--- config.mk ---
export PLATFORM = sky130hd
export DESIGN_NAME = fixed_block_pool_allocator
export DESIGN_NICKNAME = d
export VERILOG_FILES = /design/src/sv/fbpa_pkg.sv /design/src/sv/fixed_block_pool_allocator.sv /design/src/sv/fbpa_ram.sv
export SDC_FILE = /design/constraint.sdc
export NUM_CORES = 1
export LEC_CHECK = 0
export BUFFER_PORTS_ARGS = -buffer_cell sky130_fd_sc_hd__buf_2
export CORE_MARGIN = 2
export CORE_UTILIZATION = 60
export DETAILED_ROUTE_END_ITERATION = 16
export PLACE_DENSITY = 0.79
export SYNTH_ARGS = -nofsm -noshare
export SYNTH_HDL_FRONTEND = slang
export SYNTH_HIERARCHICAL = 1
export SYNTH_SLANG_ARGS = --single-unit
--- constraint.sdc ---
create_clock -name clk -period 6.7 [get_ports clk]
set_input_delay 0.67 -clock clk [delete_from_list [all_inputs] [get_ports clk]]
set_output_delay 0.67 -clock clk [all_outputs]
set_load 0.02 [all_outputs]
--- src/sv/fbpa_pkg.sv ---
// Shared types and codes of the fixed block pool allocator.
`timescale 1ns / 1ps
`default_nettype none
package fbpa_pkg;

  localparam int NUM_POOLS = 3;
  localparam int POOL_W    = 2;
  localparam int SIZE_W    = 16;
  localparam int ADDR_W    = 32;
  localparam int HDR_W     = 4;
  localparam int STAT_W    = 3;
  localparam int S_TDATA_W = 48;
  localparam int M_TDATA_W = 40;

  typedef logic [POOL_W-1:0] pool_t;

  localparam pool_t POOL0 = 2'd0;
  localparam pool_t POOL1 = 2'd1;
  localparam pool_t POOL2 = 2'd2;

  typedef enum logic [0:0] {
    CMD_ALLOC = 1'b0,
    CMD_FREE  = 1'b1
  } cmd_t;

  typedef enum logic [STAT_W-1:0] {
    STAT_OK           = 3'd0,
    STAT_EXHAUSTED    = 3'd1,
    STAT_NO_FIT       = 3'd2,
    STAT_BAD_ADDR     = 3'd3,
    STAT_ALREADY_FREE = 3'd4
  } status_t;

  typedef enum logic [0:0] {
    REG_AREA_BASE    = 1'b0,
    REG_HEADER_BYTES = 1'b1
  } reg_index_t;

  localparam logic [HDR_W-1:0] HEADER_RESET = 4'd8;

endpackage
`default_nettype wire

--- src/sv/fixed_block_pool_allocator.sv ---
// Fixed block pool allocator: three LIFO free lists kept in one link RAM.
// A beat is decoded in S_CALC; the link RAM is read in S_INDEX (registered read data) and written
// in S_UPDATE, which answers once the output is free. No new beat is taken until that answer.
// After reset the block writes the address-order chains of all TOTAL_BLOCKS (20 by default)
// link RAM entries and takes no request beat meanwhile; configuration writes are taken.
// Reset is synchronous and active high; it restores both registers and all free lists.
`timescale 1ns / 1ps
`default_nettype none
module fixed_block_pool_allocator #(
  parameter int unsigned POOL0_BYTES = 16,
  parameter int unsigned POOL0_COUNT = 8,
  parameter int unsigned POOL1_BYTES = 32,
  parameter int unsigned POOL1_COUNT = 8,
  parameter int unsigned POOL2_BYTES = 64,
  parameter int unsigned POOL2_COUNT = 4
) (
  input  logic                           clk,
  input  logic                           rst,
  input  logic                           s_tvalid,
  output logic                           s_tready,
  // request_size [15:0], block_address [47:16]
  input  logic [fbpa_pkg::S_TDATA_W-1:0] s_tdata,
  // command [0]
  input  logic [0:0]                     s_tuser,
  output logic                           m_tvalid,
  input  logic                           m_tready,
  // payload_address [31:0], pool_index [33:32], status [36:34], zero fill [39:37]
  output logic [fbpa_pkg::M_TDATA_W-1:0] m_tdata,
  input  logic                           cfg_valid,
  output logic                           cfg_ready,
  input  logic [0:0]                     cfg_index,
  input  logic [fbpa_pkg::ADDR_W-1:0]    cfg_data
);

  import fbpa_pkg::*;

  localparam int unsigned TOTAL_BLOCKS = POOL0_COUNT + POOL1_COUNT + POOL2_COUNT;
  localparam int BLK_W  = $clog2(TOTAL_BLOCKS);
  localparam int WORD_W = BLK_W + 1;

  localparam int unsigned FIRST1 = POOL0_COUNT;
  localparam int unsigned FIRST2 = POOL0_COUNT + POOL1_COUNT;

  localparam int unsigned SPAN0 = POOL0_BYTES * POOL0_COUNT;
  localparam int unsigned SPAN1 = POOL1_BYTES * POOL1_COUNT;
  localparam int unsigned SPAN2 = POOL2_BYTES * POOL2_COUNT;
  localparam int unsigned SPAN01 = (SPAN0 > SPAN1) ? SPAN0 : SPAN1;
  localparam int unsigned SPAN_MAX = (SPAN01 > SPAN2) ? SPAN01 : SPAN2;

  localparam logic [ADDR_W-1:0] OFF0 = '0;
  localparam logic [ADDR_W-1:0] OFF1 = ADDR_W'(SPAN0);
  localparam logic [ADDR_W-1:0] OFF2 = ADDR_W'(SPAN0 + SPAN1);

  localparam int unsigned CNT01 = (POOL0_COUNT > POOL1_COUNT) ? POOL0_COUNT : POOL1_COUNT;
  localparam int unsigned MAX_COUNT = (CNT01 > POOL2_COUNT) ? CNT01 : POOL2_COUNT;
  localparam int CNT_W = $clog2(MAX_COUNT + 1);
  localparam int LOC_W = (MAX_COUNT > 1) ? $clog2(MAX_COUNT) : 1;

  localparam int REL_W  = $clog2(SPAN_MAX + 1);
  localparam int REC_W  = REL_W + 1;
  localparam int PROD_W = REL_W + REC_W;

  localparam int SH0 = REL_W + $clog2(POOL0_BYTES);
  localparam int SH1 = REL_W + $clog2(POOL1_BYTES);
  localparam int SH2 = REL_W + $clog2(POOL2_BYTES);

  localparam logic [63:0] RECIP0_64 =
    ((64'd1 << SH0) + 64'(POOL0_BYTES) - 64'd1) / 64'(POOL0_BYTES);
  localparam logic [63:0] RECIP1_64 =
    ((64'd1 << SH1) + 64'(POOL1_BYTES) - 64'd1) / 64'(POOL1_BYTES);
  localparam logic [63:0] RECIP2_64 =
    ((64'd1 << SH2) + 64'(POOL2_BYTES) - 64'd1) / 64'(POOL2_BYTES);
  localparam logic [REC_W-1:0] RECIP0 = RECIP0_64[REC_W-1:0];
  localparam logic [REC_W-1:0] RECIP1 = RECIP1_64[REC_W-1:0];
  localparam logic [REC_W-1:0] RECIP2 = RECIP2_64[REC_W-1:0];

  typedef enum logic [4:0] {
    S_INIT   = 5'b00001,
    S_IDLE   = 5'b00010,
    S_CALC   = 5'b00100,
    S_INDEX  = 5'b01000,
    S_UPDATE = 5'b10000
  } state_t;

  function automatic logic [BLK_W-1:0] first_of(input pool_t p);
    case (p)
      POOL1:   first_of = BLK_W'(FIRST1);
      POOL2:   first_of = BLK_W'(FIRST2);
      default: first_of = '0;
    endcase
  endfunction

  function automatic logic [REL_W-1:0] bytes_of(input pool_t p);
    case (p)
      POOL1:   bytes_of = REL_W'(POOL1_BYTES);
      POOL2:   bytes_of = REL_W'(POOL2_BYTES);
      default: bytes_of = REL_W'(POOL0_BYTES);
    endcase
  endfunction

  function automatic logic [ADDR_W-1:0] off_of(input pool_t p);
    case (p)
      POOL1:   off_of = OFF1;
      POOL2:   off_of = OFF2;
      default: off_of = OFF0;
    endcase
  endfunction

  function automatic logic [REC_W-1:0] recip_of(input pool_t p);
    case (p)
      POOL1:   recip_of = RECIP1;
      POOL2:   recip_of = RECIP2;
      default: recip_of = RECIP0;
    endcase
  endfunction

  function automatic logic [LOC_W-1:0] quot_of(input logic [PROD_W-1:0] pr, input pool_t p);
    logic [PROD_W-1:0] sh;
    case (p)
      POOL1:   sh = pr >> SH1;
      POOL2:   sh = pr >> SH2;
      default: sh = pr >> SH0;
    endcase
    quot_of = sh[LOC_W-1:0];
  endfunction

  state_t               state;
  logic [BLK_W-1:0]     init_ptr;
  logic [ADDR_W-1:0]    area_base;
  logic [HDR_W-1:0]     header_bytes;

  cmd_t                 cmd;
  logic [SIZE_W-1:0]    req_size;
  logic [ADDR_W-1:0]    req_addr;

  pool_t                pool;
  logic                 hit;
  logic                 exhausted;
  logic [BLK_W-1:0]     blk;
  logic [REL_W-1:0]     rel;
  logic [PROD_W-1:0]    prod;
  logic [REL_W-1:0]     blk_off;
  logic                 aligned;

  logic [BLK_W-1:0]     heads  [NUM_POOLS];
  logic [CNT_W-1:0]     counts [NUM_POOLS];

  logic [ADDR_W-1:0]    out_addr;
  pool_t                out_pool;
  status_t              out_status;

  logic [SIZE_W:0]      need;
  logic                 fit0, fit1, fit2;
  logic                 in0, in1, in2;
  logic [ADDR_W-1:0]    off;
  logic [ADDR_W-1:0]    diff;
  pool_t                alloc_pool, free_pool;
  logic                 alloc_fit, free_hit;
  logic [REL_W-1:0]     rel_calc;

  logic [LOC_W-1:0]     quot;
  logic [BLK_W-1:0]     loc_diff;
  logic [LOC_W-1:0]     mul_in;
  logic [REL_W-1:0]     prod2;
  logic [BLK_W-1:0]     free_blk;

  logic [BLK_W-1:0]     init_link;
  logic                 out_free;
  logic                 ram_wr_en;
  logic [BLK_W-1:0]     ram_wr_addr;
  logic [WORD_W-1:0]    ram_wr_data;
  logic                 ram_rd_en;
  logic [BLK_W-1:0]     ram_rd_addr;
  logic [WORD_W-1:0]    ram_rd_data;
  logic                 rd_in_use;
  logic [BLK_W-1:0]     rd_link;
  logic                 alloc_ok, free_ok;

  assign s_tready  = (state == S_IDLE);
  assign cfg_ready = 1'b1;
  assign m_tdata   = {3'b000, out_status, out_pool, out_addr};

  // Request decode: first fitting pool for allocate, owning pool for free.
  always_comb begin
    need = (SIZE_W + 1)'(req_size) + (SIZE_W + 1)'(header_bytes);
    fit0 = ADDR_W'(need) <= ADDR_W'(POOL0_BYTES);
    fit1 = ADDR_W'(need) <= ADDR_W'(POOL1_BYTES);
    fit2 = ADDR_W'(need) <= ADDR_W'(POOL2_BYTES);
    alloc_fit  = fit0 | fit1 | fit2;
    alloc_pool = fit0 ? POOL0 : (fit1 ? POOL1 : (fit2 ? POOL2 : POOL0));

    off = req_addr - area_base - ADDR_W'(header_bytes);
    in0 = (off >= OFF0) && ((off - OFF0) < ADDR_W'(SPAN0));
    in1 = (off >= OFF1) && ((off - OFF1) < ADDR_W'(SPAN1));
    in2 = (off >= OFF2) && ((off - OFF2) < ADDR_W'(SPAN2));
    free_hit  = in0 | in1 | in2;
    free_pool = in0 ? POOL0 : (in1 ? POOL1 : (in2 ? POOL2 : POOL0));
    diff      = off - off_of(free_pool);
    rel_calc  = diff[REL_W-1:0];
  end

  // Block index from the offset, and the block's byte offset inside its pool.
  always_comb begin
    quot     = quot_of(prod, pool);
    loc_diff = blk - first_of(pool);
    mul_in   = (cmd == CMD_FREE) ? quot : loc_diff[LOC_W-1:0];
    prod2    = REL_W'(mul_in) * bytes_of(pool);
    free_blk = first_of(pool) + BLK_W'(quot);
  end

  always_comb begin
    if (init_ptr == BLK_W'(FIRST1 - 1)) begin
      init_link = '0;
    end else if (init_ptr == BLK_W'(FIRST2 - 1)) begin
      init_link = BLK_W'(FIRST1);
    end else if (init_ptr == BLK_W'(TOTAL_BLOCKS - 1)) begin
      init_link = BLK_W'(FIRST2);
    end else begin
      init_link = init_ptr + BLK_W'(1);
    end
  end

  assign rd_in_use = ram_rd_data[BLK_W];
  assign rd_link   = ram_rd_data[BLK_W-1:0];
  assign out_free  = !m_tvalid || m_tready;
  assign alloc_ok  = (state == S_UPDATE) && out_free && (cmd == CMD_ALLOC) && hit && !exhausted;
  assign free_ok   = (state == S_UPDATE) && out_free && (cmd == CMD_FREE) && hit && aligned &&
                     rd_in_use;

  always_comb begin
    ram_rd_en   = (state == S_INDEX);
    ram_rd_addr = (cmd == CMD_FREE) ? free_blk : blk;
    if (state == S_INIT) begin
      ram_wr_en   = 1'b1;
      ram_wr_addr = init_ptr;
      ram_wr_data = {1'b0, init_link};
    end else begin
      ram_wr_en   = alloc_ok || free_ok;
      ram_wr_addr = blk;
      ram_wr_data = alloc_ok ? {1'b1, rd_link} : {1'b0, heads[pool]};
    end
  end

  fbpa_ram #(
    .WIDTH (WORD_W),
    .DEPTH (TOTAL_BLOCKS)
  ) u_link_ram (
    .clk     (clk),
    .wr_en   (ram_wr_en),
    .wr_addr (ram_wr_addr),
    .wr_data (ram_wr_data),
    .rd_en   (ram_rd_en),
    .rd_addr (ram_rd_addr),
    .rd_data (ram_rd_data)
  );

  always_ff @(posedge clk) begin
    if (rst) begin
      area_base    <= '0;
      header_bytes <= HEADER_RESET;
    end else if (cfg_valid && cfg_ready) begin
      case (reg_index_t'(cfg_index))
        REG_AREA_BASE:    area_base    <= cfg_data;
        REG_HEADER_BYTES: header_bytes <= cfg_data[HDR_W-1:0];
        default: ;
      endcase
    end
  end

  always_ff @(posedge clk) begin
    if (rst) begin
      state     <= S_INIT;
      init_ptr  <= '0;
      m_tvalid  <= 1'b0;
      heads[0]  <= '0;
      heads[1]  <= BLK_W'(FIRST1);
      heads[2]  <= BLK_W'(FIRST2);
      counts[0] <= CNT_W'(POOL0_COUNT);
      counts[1] <= CNT_W'(POOL1_COUNT);
      counts[2] <= CNT_W'(POOL2_COUNT);
    end else begin
      if (m_tvalid && m_tready && (state != S_UPDATE)) begin
        m_tvalid <= 1'b0;
      end
      case (state)
        S_INIT: begin
          if (init_ptr == BLK_W'(TOTAL_BLOCKS - 1)) begin
            state <= S_IDLE;
          end else begin
            init_ptr <= init_ptr + BLK_W'(1);
          end
        end
        S_IDLE: begin
          if (s_tvalid) begin
            cmd      <= cmd_t'(s_tuser);
            req_size <= s_tdata[SIZE_W-1:0];
            req_addr <= s_tdata[SIZE_W+ADDR_W-1:SIZE_W];
            state    <= S_CALC;
          end
        end
        S_CALC: begin
          if (cmd == CMD_FREE) begin
            pool <= free_pool;
            hit  <= free_hit;
          end else begin
            pool <= alloc_pool;
            hit  <= alloc_fit;
          end
          exhausted <= (counts[alloc_pool] == '0);
          blk       <= heads[alloc_pool];
          rel       <= rel_calc;
          prod      <= PROD_W'(rel_calc) * PROD_W'(recip_of(free_pool));
          state     <= S_INDEX;
        end
        S_INDEX: begin
          blk_off <= prod2;
          aligned <= (prod2 == rel);
          if (cmd == CMD_FREE) begin
            blk <= free_blk;
          end
          state <= S_UPDATE;
        end
        S_UPDATE: begin
          if (out_free) begin
            m_tvalid <= 1'b1;
            state    <= S_IDLE;
            if (!hit) begin
              out_addr   <= '0;
              out_pool   <= POOL0;
              out_status <= (cmd == CMD_FREE) ? STAT_BAD_ADDR : STAT_NO_FIT;
            end else if (cmd == CMD_ALLOC) begin
              out_pool <= pool;
              if (exhausted) begin
                out_addr   <= '0;
                out_status <= STAT_EXHAUSTED;
              end else begin
                out_status    <= STAT_OK;
                out_addr      <= area_base + off_of(pool) + ADDR_W'(blk_off) +
                                 ADDR_W'(header_bytes);
                heads[pool]   <= rd_link;
                counts[pool]  <= counts[pool] - CNT_W'(1);
              end
            end else if (!aligned) begin
              out_addr   <= '0;
              out_pool   <= POOL0;
              out_status <= STAT_BAD_ADDR;
            end else if (!rd_in_use) begin
              out_addr   <= '0;
              out_pool   <= pool;
              out_status <= STAT_ALREADY_FREE;
            end else begin
              out_addr     <= '0;
              out_pool     <= pool;
              out_status   <= STAT_OK;
              heads[pool]  <= blk;
              counts[pool] <= counts[pool] + CNT_W'(1);
            end
          end
        end
        default: state <= S_IDLE;
      endcase
    end
  end

endmodule
`default_nettype wire

--- src/sv/fbpa_ram.sv ---
// Generic single-port-write, single-port-read RAM with registered read data.
`timescale 1ns / 1ps
`default_nettype none
module fbpa_ram #(
  parameter int WIDTH = 8,
  parameter int DEPTH = 16
) (
  input  logic                                   clk,
  input  logic                                   wr_en,
  input  logic [((DEPTH > 1) ? $clog2(DEPTH) : 1)-1:0] wr_addr,
  input  logic [WIDTH-1:0]                       wr_data,
  input  logic                                   rd_en,
  input  logic [((DEPTH > 1) ? $clog2(DEPTH) : 1)-1:0] rd_addr,
  output logic [WIDTH-1:0]                       rd_data
);

  logic [WIDTH-1:0] mem [DEPTH];

  always_ff @(posedge clk) begin
    if (wr_en) begin
      mem[wr_addr] <= wr_data;
    end
    if (rd_en) begin
      rd_data <= mem[rd_addr];
    end
  end

endmodule
`default_nettype wire

== Word-level counts from Yosys, hierarchy flattened ==
Memory sizes are Yosys's and may differ from the RTL's. A register that Yosys moved wholly into a read port is not among the register bits.
Index checks and enable logic that the tools add are counted.
Storage, ports and cells
  output and inout bits: 43
  register bits after elaboration: 179
  bits in writable memories: 147
  memories kept: 3
  input bits: 87
Memories
  u_link_ram.mem: words 20, width 6, rd ports 1, clocked after memory_dff 1, write ports 1, RTL line fbpa_ram.sv:17  | logic [WIDTH-1:0] mem [DEPTH];
  heads: words 3, width 5, rd ports 2, clocked after memory_dff 1, write ports 3, RTL line fixed_block_pool_allocator.sv:145  | logic [BLK_W-1:0] heads [NUM_POOLS];
  counts: words 3, width 4, rd ports 2, clocked after memory_dff 1, write ports 3, RTL line fixed_block_pool_allocator.sv:146  | logic [CNT_W-1:0] counts [NUM_POOLS];
Cells by class
  reduce and logical (&&, ||, !) cells: 31
  muxes and demuxes: 75
  $mul: 2
  order comparisons: 9
  bitwise logic cells: 11
  equal/unequal tests: 17
  add/subtract/negate cells: 14
Operators by type and width (count)
  32-bit 2-to-1 mux: 6
  32-bit by 9-bit less-than comparator with 1-bit output, second input constant: 2
  5-bit 2-to-1 mux: 10
  9-bit one-hot mux with 2 select lines: 2
  32-bit adder: 1
  32-bit by 4-bit adder with 32-bit output: 1
  32-bit by 9-bit adder with 32-bit output: 1
  32-bit by 1-bit >= comparator with 1-bit output, second input constant: 1
  32-bit by 8-bit >= comparator with 1-bit output, second input constant: 1
  32-bit by 9-bit >= comparator with 1-bit output, second input constant: 1
  32-bit by 8-bit less-than comparator with 1-bit output, second input constant: 1
  32-bit subtractor: 1
  32-bit by 4-bit subtractor with 32-bit output: 1
  32-bit by 8-bit subtractor with 32-bit output, second input constant: 1
  32-bit by 9-bit subtractor with 32-bit output, second input constant: 1
  1-bit 2-to-1 mux: 28
  2-bit 2-to-1 mux: 13
  5-bit one-hot mux with 5 select lines: 1
  10-bit 2-to-1 mux: 2
  5-bit one-hot mux with 2 select lines: 2
  9-bit by 10-bit multiplier with 18-bit output: 1
  16-bit by 4-bit adder with 17-bit output: 1
  17-bit by 5-bit <= comparator with 1-bit output, second input constant: 1
  17-bit by 6-bit <= comparator with 1-bit output, second input constant: 1
  other kinds (36): 78

== Depth between registers and ports, before layout ==
  depth in word-level cells: 12
  mapped depth: 24
  mapped depth without buffers: 23

== Cells and area by module ==
The synthesis kept the hierarchy.
By module, submodules not included
  fixed_block_pool_allocator: seq. area each 5365.1 um2, cells an instance 1349, times used 1, area an instance 12715.9 um2
  fbpa_ram: seq. area each 3783.6 um2, cells an instance 252, times used 1, area an instance 4952.2 um2

== Worst setup path before layout ==
OpenSTA, ideal clock, no wires.
  path kind: reg2reg
  start: reg header_bytes[2]
  end: reg rel[8] (data pin)
  data required time: 6.434 ns
  stages on the path, launching flop included: 23
  library setup time: 0.266 ns
  arrival: 5.033 ns
  slack: 1.400 ns
  path buffers: 0
  cells stage by stage: dfxtp_1 inv_1 fa_1 ha_1 nor2b_4 o2111ai_2 a32oi_1 xor2_1 inv_1 ha_1 inv_1 xnor2_1 nor4b_1 nand4_1 or4b_4 a2111oi_2 nand4_2 and3_2 ha_1 inv_1 ha_1 xnor2_1 xnor2_1
On the way
  word-level cells in the longest chain between the ends: 10
  elaborated cells between the ends (all ways): 19
  classes of those cells: add/sub: 4; order compare: 6; eq/ne: 2; mux: 4; reduce/logical: 3
Ends and longest elaborated chain
  start: declaration: RTL line fixed_block_pool_allocator.sv:130  | logic [HDR_W-1:0] header_bytes;
  start signal: assignment: RTL line fixed_block_pool_allocator.sv:264  | REG_HEADER_BYTES: header_bytes <= cfg_data[HDR_W-1:0];
  32-bit by 4-bit subtractor with 32-bit output (*): RTL line fixed_block_pool_allocator.sv:192  | off = req_addr - area_base - ADDR_W'(header_bytes);
  32-bit by 9-bit subtractor with 32-bit output: RTL line fixed_block_pool_allocator.sv:195  | in2 = (off >= OFF2) && ((off - OFF2) < ADDR_W'(SPAN2));
  32-bit by 9-bit less-than comparator with 1-bit output: RTL line fixed_block_pool_allocator.sv:195
  1-bit logical AND: RTL line fixed_block_pool_allocator.sv:195
  2-bit 2-to-1 mux (3 in series): RTL line fixed_block_pool_allocator.sv:197  | free_pool = in0 ? POOL0 : (in1 ? POOL1 : (in2 ? POOL2 : POOL0));
  2-bit equality test / 2-bit by 1-bit equality test with 1-bit output (equally long branches): RTL line fixed_block_pool_allocator.sv:102  | case (p)
  9-bit one-hot mux with 2 select lines: RTL line fixed_block_pool_allocator.sv:102
  9-bit subtractor (*): RTL line fixed_block_pool_allocator.sv:198  | diff = off - off_of(free_pool);
  via diff[8]: RTL line fixed_block_pool_allocator.sv:156  | logic [ADDR_W-1:0] diff;
  end signal: assignment: RTL line fixed_block_pool_allocator.sv:311  | rel <= rel_calc;
  end: declaration: RTL line fixed_block_pool_allocator.sv:140  | logic [REL_W-1:0] rel;
Mark *: on every way through the listed nets, which the timed path passes. The rest lies on a longest branch.
A chain may end at the register's enable or synchronous reset.

== Final worst setup path ==
Ends and elaborated chain as after synthesis.

==> key figures <==
Placed design
  – Setup WS pre-CTS: 0.843 ns
  – Post-detail-place hpwl: 32.2 mm
  – GP Congestion: 0.982
  – I/O Buffers: 125

STA
  – F_max: 170 MHz
  – Fin worst setup slack: 0.813 ns
  – RSZ-0062 raised after global routing: no
  – Final slew viol count: 0
  – Least-Margin Pin Slew: 1.22 ns
  – Sum of negative setup slack: 0 ns
  – Final Setup Violations: 0
  – Final hold violations: 0
  – Slew Limit Headroom: 17.2%
  – Final worst path period share: 87.9%
  – Clk_skew: 0.0307 ns
  – Minimum clock period after layout: 5.89 ns

Clock tree
  – Num CTS Buffers: 34
  – PostCTS Resize Cnt: 0
  – Worst-skew pair later-pin latency: 0.54 ns
  – CTS Hold Bufs: 0
  – Clk buf depth: 3
  – CTS sink cnt: 321
  – CTS tree: built
  – Root buf cell: clkbuf_16
  – Post-CTS Setup Bufs: 0
  – Clock transition at path regs: 0.06 ns
  – Htree depth: 2

Job
  – Maxcap violations: 0

Floorplanning
  – I/O pins: 130
  – Die H: 176 µm
  – Die ar.: 0.0308 mm²
  – Std-Cell Rows: 62
  – Initial Util: 61.2%
  – Core area: 0.0289 mm²
  – Die X: 176 µm

Synthesis
  – #FFs+latches synth: 321
  – Synth cell types: 88
  – Yosys warning count: 6
  – Area contributors post-synth: edfxtp_1, ha_1, dfxtp_1
  – Most common cell in the netlist: edfxtp_1
  – Share of the synthesized area in the top cell type: 46.2%
  – Share of flip-flops with an asynchronous set or reset: 0%
  – Post-synth top cells: edfxtp_1, nand2_1, nor2_1
  – Mean Syn Cell Area: 11.0 µm²
  – Mapped Area: 0.0177 mm²
  – Post-synthesis sequential area ratio: 51.8%
  – Area leader, netlist: edfxtp_1
  – Synth Flop Type: edfxtp_1
  – Post-synthesis cell count: 1601
  – Number of synthesized flops with an enable pin: 272

Hold path
  – Hold_sp: s_tdata[40]
  – Hold Path Stages: 1
  – Worst hold endpoint: req_addr[24]
  – HP Class: input port to flop

Critical path
  – Critical Path, Cell by Cell: inv_1 -> fa_1 -> ha_1 -> nor2b_4 -> o2111ai_2 -> a32oi_1 -> xor2_1 -> inv_1 -> ha_1 -> inv_1 -> xnor2_1 -> nor4b_1 -> nand4_1 -> or4b_4 -> a2111oi_2 -> nand4_2 -> and3_2 -> ha_1 -> inv_1 -> ha_1 -> xnor2_1 -> xnor2_1
  – Worst setup path startpoint: header_bytes[2]
  – FF-to-FF path depth: 22
  – Kind of cell adding the most delay to the critical path: adder cells
  – CP Launch Type: flop
  – R2r endpoint: rel[8]
  – CP arrival: 6.15 ns
  – CP Max Fanout: 8
  – FF-to-FF setup slack: 0.81 ns
  – CP max stage delay: 0.50 ns
  – R2R Path Start: header_bytes[2]
  – Kind of critical path: flop to flop
  – CP endpoint kind: flop
  – Critical path required time: 6.97 ns
  – Worst path bufs/invs: 4
  – Slowest CP cell: or4b_4

Finish
  – Fill cell count: 2135
  – Layout cells sized above 1: 14.7%
  – Final core occ: 68.3%
  – Nets: 1908
  – Area grow syn2layout: 11.6%

Global route
  – Largest net degree at the start of global routing: 56
  – Gr usage total: 28.9%
  – Global-route wire length before repair: 69.1 mm
  – Grt ovf: 0
  – Vias in the first global route: 12800
  – Antenna violations before repair: 7

Route
  – DRC: 0
  – 1st-iter DRT viols: 1348
  – WL final: 44.2 mm
  – Antenna-violating nets left: 0
  – TritonRoute pass-1 iters: 6
  – Routed via count: 13200
  – Via-to-Cell Ratio: 6.20
  – Drt wl/cell: 20.8 µm

Power
  – Pwr/cell area: 249 mW/mm²
  – Total power: 4.90 mW
  – Worst vdd ir: 198 µV
  – Leak Pwr: 7.49 nW

Status
  – Status: completed
worst reg2reg max path, delay by kind of cell, from the launching register on:
kind / cells / cell delay (ns)
xor+xnor: 4 / 0.72
compound gates: 3 / 0.92
buf+inv: 4 / 0.47
simple gates: 6 / 1.52
flops: 1 / 0.38
fa+ha+maj: 5 / 1.61
how the worst max path moves through the flow:
stage | slack (ns) | end | depth (start not counted)
2_1_floorplan | 1.40 | rel[8] | 22
3_3_place_gp | 1.02 | rel[8] | 22
3_5_place_dp | 0.84 | rel[8] | 22
4_1_cts | 0.82 | rel[8] | 22
5_1_grt | 0.38 | rel[8] | 22
6_report | 0.81 | rel[8] | 22
area by class of cell:
class / instances / area [µm²] / share of cell area [%]
flip-flops and latches: 321 / 9150 / 46.4
multi-input cells: 1073 / 7680 / 39.0
clock buffers: 47 / 981 / 4.98
repair buffers: 135 / 701 / 3.55
inverters: 146 / 548 / 2.78
well taps: 384 / 480 / 2.44
clock inverters: 15 / 156 / 0.793
diodes: 7 / 17.5 / 0.0889
where the power goes:
part / total (mW) / switching, mW / internal, mW / leakage [nW]
Combinational: 0.653 / 0.447 / 0.207 / 4.07
Sequential: 2.37 / 0.0478 / 2.32 / 2.87
Clock: 1.88 / 0.797 / 1.08 / 0.547
Total: 4.90 / 1.29 / 3.61 / 7.49
state kept, by name (all words and copies together) (netlist names), 6 cells and up, named ones only:
register            flops
rel                     9
area_base              32
u_link_ram/rd_data      6
heads                  20
u_link_ram/mem        120
counts                 16
out_addr               32
req_size               16
req_addr               32
cell families (layout without fill, tap and decap cells):
kind of cell / Yosys count / after routing / share of synthesized area (%)
fa+ha+maj: 110 / 110 / 8.26
simple gates: 525 / 525 / 14.3
mux: 74 / 74 / 6.25
buf+inv: 209 / 343 / 4.94
compound gates: 285 / 285 / 10.7
xor+xnor: 75 / 75 / 3.76
flops: 321 / 321 / 51.8
other cells: 2 / 11 / 0.0425
through the flow:
stage                     hold slack (ns)  instance area, µm²  std cells
after detailed placement            0.452               18600       2059
after global placement              0.450               18600       2059
after floorplan                     0.441               17700       1603
final                               0.314               19700       2128
after global routing                0.301               19700       2128
after CTS                           0.303               19700       2121
layer usage:
layer	part of all wire, %	GRT usage [%]	up-vias
met5	0	0	-
met4	3.4	10.8	0
met3	8.6	4.20	95
met2	47	46.6	699
met1	41	40.2	6364
li1	-	-	6039
placed cells by master (no fill, tap or decap), types with 9 or more instances in the layout:
master / n
nor2_1: 149
nand2b_1: 12
mux2_2: 9
inv_1: 145
nor3_1: 34
edfxtp_1: 272
mux4_2: 23
clkbuf_16: 35
a21oi_1: 92
a21o_1: 17
buf_2: 125
xor2_1: 40
nor4_1: 10
nor2b_1: 16
o21ai_1: 14
nand3_1: 33
mux2i_1: 38
a211oi_1: 18
and2_1: 10
ha_1: 99
and3_1: 12
fa_1: 11
xnor2_1: 34
o21bai_1: 9
a22oi_1: 13
nand2_1: 165
o21ai_0: 38
dfxtp_1: 49
nand4_1: 26
buf_4: 10
(Power assumes the default switching activity.)
